--- src/rtl/fcpu_pkg.sv ---
// Shared types and constants for the four-register 8-bit CPU.
// No dependencies; every other file of the block imports this package.
package fcpu_pkg;

  localparam int unsigned MEM_DEPTH = 256;
  localparam int unsigned ADDR_W    = $clog2(MEM_DEPTH);
  localparam int unsigned DATA_W    = 8;
  localparam int unsigned NUM_REGS  = 4;

  // Item actions
  typedef enum logic [1:0] {
    ACT_STEP  = 2'd0,
    ACT_WRITE = 2'd1,
    ACT_READ  = 2'd2,
    ACT_NONE  = 2'd3
  } action_e;

  // Opcodes (bits 7:4 of an instruction)
  localparam logic [3:0] OP_SYS   = 4'd0;
  localparam logic [3:0] OP_SUB   = 4'd1;
  localparam logic [3:0] OP_LOAD  = 4'd2;
  localparam logic [3:0] OP_STORE = 4'd3;
  localparam logic [3:0] OP_SKIP  = 4'd4;
  localparam logic [3:0] OP_JALR  = 4'd5;
  localparam logic [3:0] OP_ADD   = 4'd7;
  // Opcodes 12..15: shift-left-immediate family
  localparam logic [1:0] OP_SLI_HI = 2'b11;

  // rs selector that qualifies HALT and SKIPNZ
  localparam logic [1:0] RS_HALT = 2'd1;
  localparam logic [1:0] RS_SKIP = 2'd1;

  localparam logic [DATA_W-1:0] PC_RESET = 8'd1;

  // Control state, one-hot
  typedef enum logic [3:0] {
    ST_IDLE  = 4'b0001,
    ST_FETCH = 4'b0010,
    ST_LOAD  = 4'b0100,
    ST_READ  = 4'b1000
  } state_e;

  typedef struct packed {
    logic [1:0]        action;
    logic [ADDR_W-1:0] address;
    logic [DATA_W-1:0] write_data;
  } in_item_t;

  typedef struct packed {
    logic              en;
    logic              we;
    logic [ADDR_W-1:0] addr;
    logic [DATA_W-1:0] wdata;
  } mem_req_t;

  typedef struct packed {
    logic [DATA_W-1:0] pc;
    logic [DATA_W-1:0] instruction;
    logic [DATA_W-1:0] reg_a;
    logic [DATA_W-1:0] reg_b;
    logic [DATA_W-1:0] reg_c;
    logic [DATA_W-1:0] reg_d;
    logic              halted;
    logic [DATA_W-1:0] read_data;
  } result_t;

endpackage

--- src/rtl/fcpu_mem.sv ---
// Single-port 256x8 main memory, registered read.
// Per-byte valid bits make never-written bytes read as zero after reset.
module fcpu_mem import fcpu_pkg::*; (
  input  logic              clk_i,
  input  logic              rst_ni,
  input  mem_req_t          req_i,
  output logic [DATA_W-1:0] rdata_o
);

  logic [DATA_W-1:0]    mem_q [MEM_DEPTH];
  logic [MEM_DEPTH-1:0] valid_q;
  logic [DATA_W-1:0]    rdata_q;

  always_ff @(posedge clk_i) begin
    if (req_i.en && req_i.we) begin
      mem_q[req_i.addr] <= req_i.wdata;
    end
    if (req_i.en && !req_i.we) begin
      rdata_q <= valid_q[req_i.addr] ? mem_q[req_i.addr] : '0;
    end
  end

  always_ff @(posedge clk_i or negedge rst_ni) begin
    if (!rst_ni) begin
      valid_q <= '0;
    end else if (req_i.en && req_i.we) begin
      valid_q[req_i.addr] <= 1'b1;
    end
  end

  assign rdata_o = rdata_q;

endmodule

--- config.mk ---
export PLATFORM = sky130hd
export DESIGN_NAME = fcpu_mem
export DESIGN_NICKNAME = d
export VERILOG_FILES = /design/src/rtl/fcpu_pkg.sv /design/src/rtl/fcpu_mem.sv
export SDC_FILE = /design/constraint.sdc
export NUM_CORES = 2
export LEC_CHECK = 0
export ABC_CLOCK_PERIOD_IN_PS = 2200
export BUFFER_PORTS_ARGS = -buffer_cell sky130_fd_sc_hd__buf_2
export CORE_ASPECT_RATIO = 0.8
export CORE_UTILIZATION = 35
export CTS_CLUSTER_DIAMETER = 200
export DETAILED_ROUTE_END_ITERATION = 10
export GPL_TIMING_DRIVEN = 0
export MAX_ROUTING_LAYER = met4
export PLACE_DENSITY = 0.6
export SLEW_MARGIN = 25
export SYNTH_ARGS = -nofsm -noshare
export SYNTH_HDL_FRONTEND = slang
export SYNTH_SLANG_ARGS = --single-unit
--- constraint.sdc ---
create_clock -name clk_i -period 2.2 [get_ports clk_i]
set_input_delay 0.22 -clock clk_i [delete_from_list [all_inputs] [get_ports clk_i]]
set_output_delay 0.22 -clock clk_i [all_outputs]
set_load 0.1 [all_outputs]
==> summary.txt <==
Worst setup path
  – Worst Path Max Fanout: 11
  – Worst setup path class: in2reg
  – Worst setup EP type: flop
  – Crit path DAT: 3.55 ns
  – FF-to-FF setup slack: -0.69 ns
  – Crit start category: primary input
  – Worst path required time: 2.83 ns

Floorplan
  – Die ar.: 255000 um^2
  – Total core area: between 200000 and 300000 um^2
  – Die Width: 564 um
  – Initial Utilization: 35.3%
  – Die Ht: 452 um
  – Num rows: between 150 and 200
  – I/O Pins: 28

Clock network
  – CTS sink cnt: about 2300
  – CTS tree: yes
  – CTS Buf Count: 219
  – Clk_lat worst skew: 0.85 ns
  – Reg clk slew, reported paths: 0.06 ns
  – Root Driver: clkbuf_16
  – Clock tree buffer depth: 3
  – H-tree Lvls: 4

Pwr
  – Sw frac: about 22%
  – Power share of the combinational group: 5.9%
  – Clock power share: between 40% and 50%
  – Internal: around 70 mW
  – Net Sw Power: about 20 mW
  – Pwr/cell area: 875 nW/um^2
  – Sequential group share of total power: 52.3%
  – Leak: about 34 nW
  – Worst-case vdd ir drop: 0.711 mV

Routing
  – Antenna viol nets, final: 0
  – Remaining DRCs: 0
  – Routed vias: 46100
  – Wire length on met1: 110000 um
  – Routed wl met3: about 32000 um
  – WL per Instance: between 30 and 40 um
  – Starting DRT DRC Count: between 6000 and 7000
  – Wire length on met2: 114000 um
  – Uppermost layer routed: met4
  – Drt pass-1 iters: 5
  – Final Routed Wirelength: 266000 um
  – Via/cell ratio: 5.74

Timing
  – Setup tns final: -19.00 ns
  – Final setup violation count: 432
  – Max Slew Vio Count: 0
  – Worst slew pin tran: about 1.0 ns
  – FMAX: 343 MHz
  – Hold slack: 0.284 ns
  – Final worst-path cycle share: 133%
  – RSZ-0062 raised after global routing: yes
  – Final-report hold violation count: 0
  – Min Tclk post-route: 2.92 ns
  – Worst-case headroom to the max-slew limit: roughly a third
  – Clock Skew: between 0.03 and 0.04 ns
  – Final WS setup: -0.716 ns

Logic synthesis
  – Syn nets: 4196
  – Area fraction of the dominant cell type after synthesis: between 60% and 70%
  – Mapped Cells: 4176
  – Area leader, netlist: edfxtp_1
  – Post-Syn Area per Cell: around 21 um^2
  – #FFs+latches synth: around 2300
  – Cell Area, Synth: 88400 um^2
  – Register area share after synthesis: between 70 and 80%
  – Cell variety after synth: 24
  – Ranking of synthesized cells by area: edfxtp_1 (70%), mux4_2 (15%), dfrtp_1 (7.2%)
  – Ys Warns: 0

Placed design
  – Placed Instances: 7549
  – Port bufs: 25
  – RD Place Congestion: roughly 0.96
  – Detailed placer's ending HPWL: 175000 um
  – Cell Area, Placed: around 95000 um^2

Cells and area
  – Area growth from synthesis to layout: 19.1%
  – Fraction of layout cells with a size suffix above 1: between 30% and 40%
  – Final net count: 4526
  – Cell area after layout: 105000 um^2
  – Commonest non-fill, non-tap cells in the layout: edfxtp_1 (2056), mux4_2 (576), or2_2 (257), dfrtp_1 (256), clkbuf_16 (227)
  – Most common cell after layout, fill and taps aside: edfxtp_1
  – Finished Layout Cells: between 8000 and 9000

Global routing
  – Vias in the first global route: around 45000
  – Initial antenna violation count: 9
  – Total grt overflow: 0
  – First-pass GRT wire length: ~370000 um
  – Largest net degree at the start of global routing: 111
  – Total GRT Usage: 21.4%

Hold path
  – Hold/Removal Path Class: in2reg

Job
  – Max Cap Viol: 0

Outcome
  – Status: complete, but fails checks
  – Failing checks: negative setup slack
==> through the flow <==
step                      setup WS (ns)  util [%]  power (mW)
after floorplan                  -0.176         -        51.6
after global placement            -4.49      37.7        54.0
after detailed placement          -3.03      38.0        54.1
after CTS                        -0.523      41.8        92.4
after global routing             -0.649      42.1        94.3
final                            -0.716      42.1        92.1
==> registers in the layout, indices dropped and copies added (netlist names) <==
name     cells
rdata_o      8
mem_q     2048
valid_q    256
==> final timing paths <==
kind / endpoint / startpoint / cells after the start
min in group asynchronous: valid_q[130]$_DFFE_PN0P_ / rst_ni / 3
setup reg to reg: rdata_o[7]$_SDFFCE_PN0P_ / valid_q[47]$_DFFE_PN0P_ / 7
hold / removal: mem_q[21][4]$_DFFE_PP_ / req_i[15] / 4
setup / recovery: rdata_o[7]$_SDFFCE_PN0P_ / req_i[11] / 9
max in group asynchronous: valid_q[117]$_DFFE_PN0P_ / rst_ni / 6
hold reg to reg: valid_q[231]$_DFFE_PN0P_ / valid_q[231]$_DFFE_PN0P_ / 1
==> cell families (layout without fill, tap and decap cells) <==
family,count (synthesis),in the layout,synth area share (%)
DFF,2312,2312,77.0
and+or+nand+nor,567,571,3.19
buffers and inverters,245,767,1.40
AOI/OAI and AO/OA,476,476,3.69
muxes,576,576,14.7
other,0,8,0
==> synthesized netlist by cell type (all sizes together) <==
cell    count
buf       113
and2        3
nor3b       2
a41oi       8
nor2      259
nand2b      2
dfrtp     256
a21oi     144
clkbuf    132
nor2b       7
and4        2
or2       257
a22oi     288
nand2      34
nor3        1
edfxtp   2056
mux4      576
o41ai      36
==> worst max-delay path: stages <==
cell	delay (ns)
buf_2	0.16
nor2b_2	0.39
clkbuf_4	0.43
clkbuf_4	0.50
clkbuf_1	0.47
a22oi_1	0.17
a21oi_1	0.58
o41ai_2	0.22
a41oi_4	0.36
==> power groups by stage <==
stage	registers, mW	logic (mW)	clock network [mW]
2_1_floorplan	49.1	2.46	0
3_3_place_gp	49.3	4.77	0
3_5_place_dp	49.1	5.05	0
4_1_cts	48.2	5.35	38.9
5_1_grt	48.2	5.62	40.5
6_report	48.2	5.45	38.5
==> area by class of cell <==
cell class | count | area (um^2)
Fill cell | 21400 | 145000
Sequential cell | 2312 | 68100
Multi-Input combinational cell | 1623 | 21800
Clock buffer | 298 | 6050
Tap cell | 3320 | 4150
Buffer | 245 | 2250
Timing Repair Buffer | 105 | 1740
Clock inverter | 119 | 1220
Antenna cell | 8 | 20.0
==> timing repair <==
action | CTS | global route
cloned | 1 | 3
hold buffers | 12 | 0
hold endpoints to repair | 611 | 0
buffers inserted | 20 | 20
pin swaps | 43 | 30
gates resized for setup | 395 | 86
setup endpoints to repair | 2312 | 1580
==> layer usage <==
metal,GRT usage [%],vias to the layer above
li1,-,18000
met1,30.2,25100
met2,29.4,2589
met3,6.59,419
met4,7.05,0
met5,-,-
No activity file was read; power rests on OpenSTA's default activity.
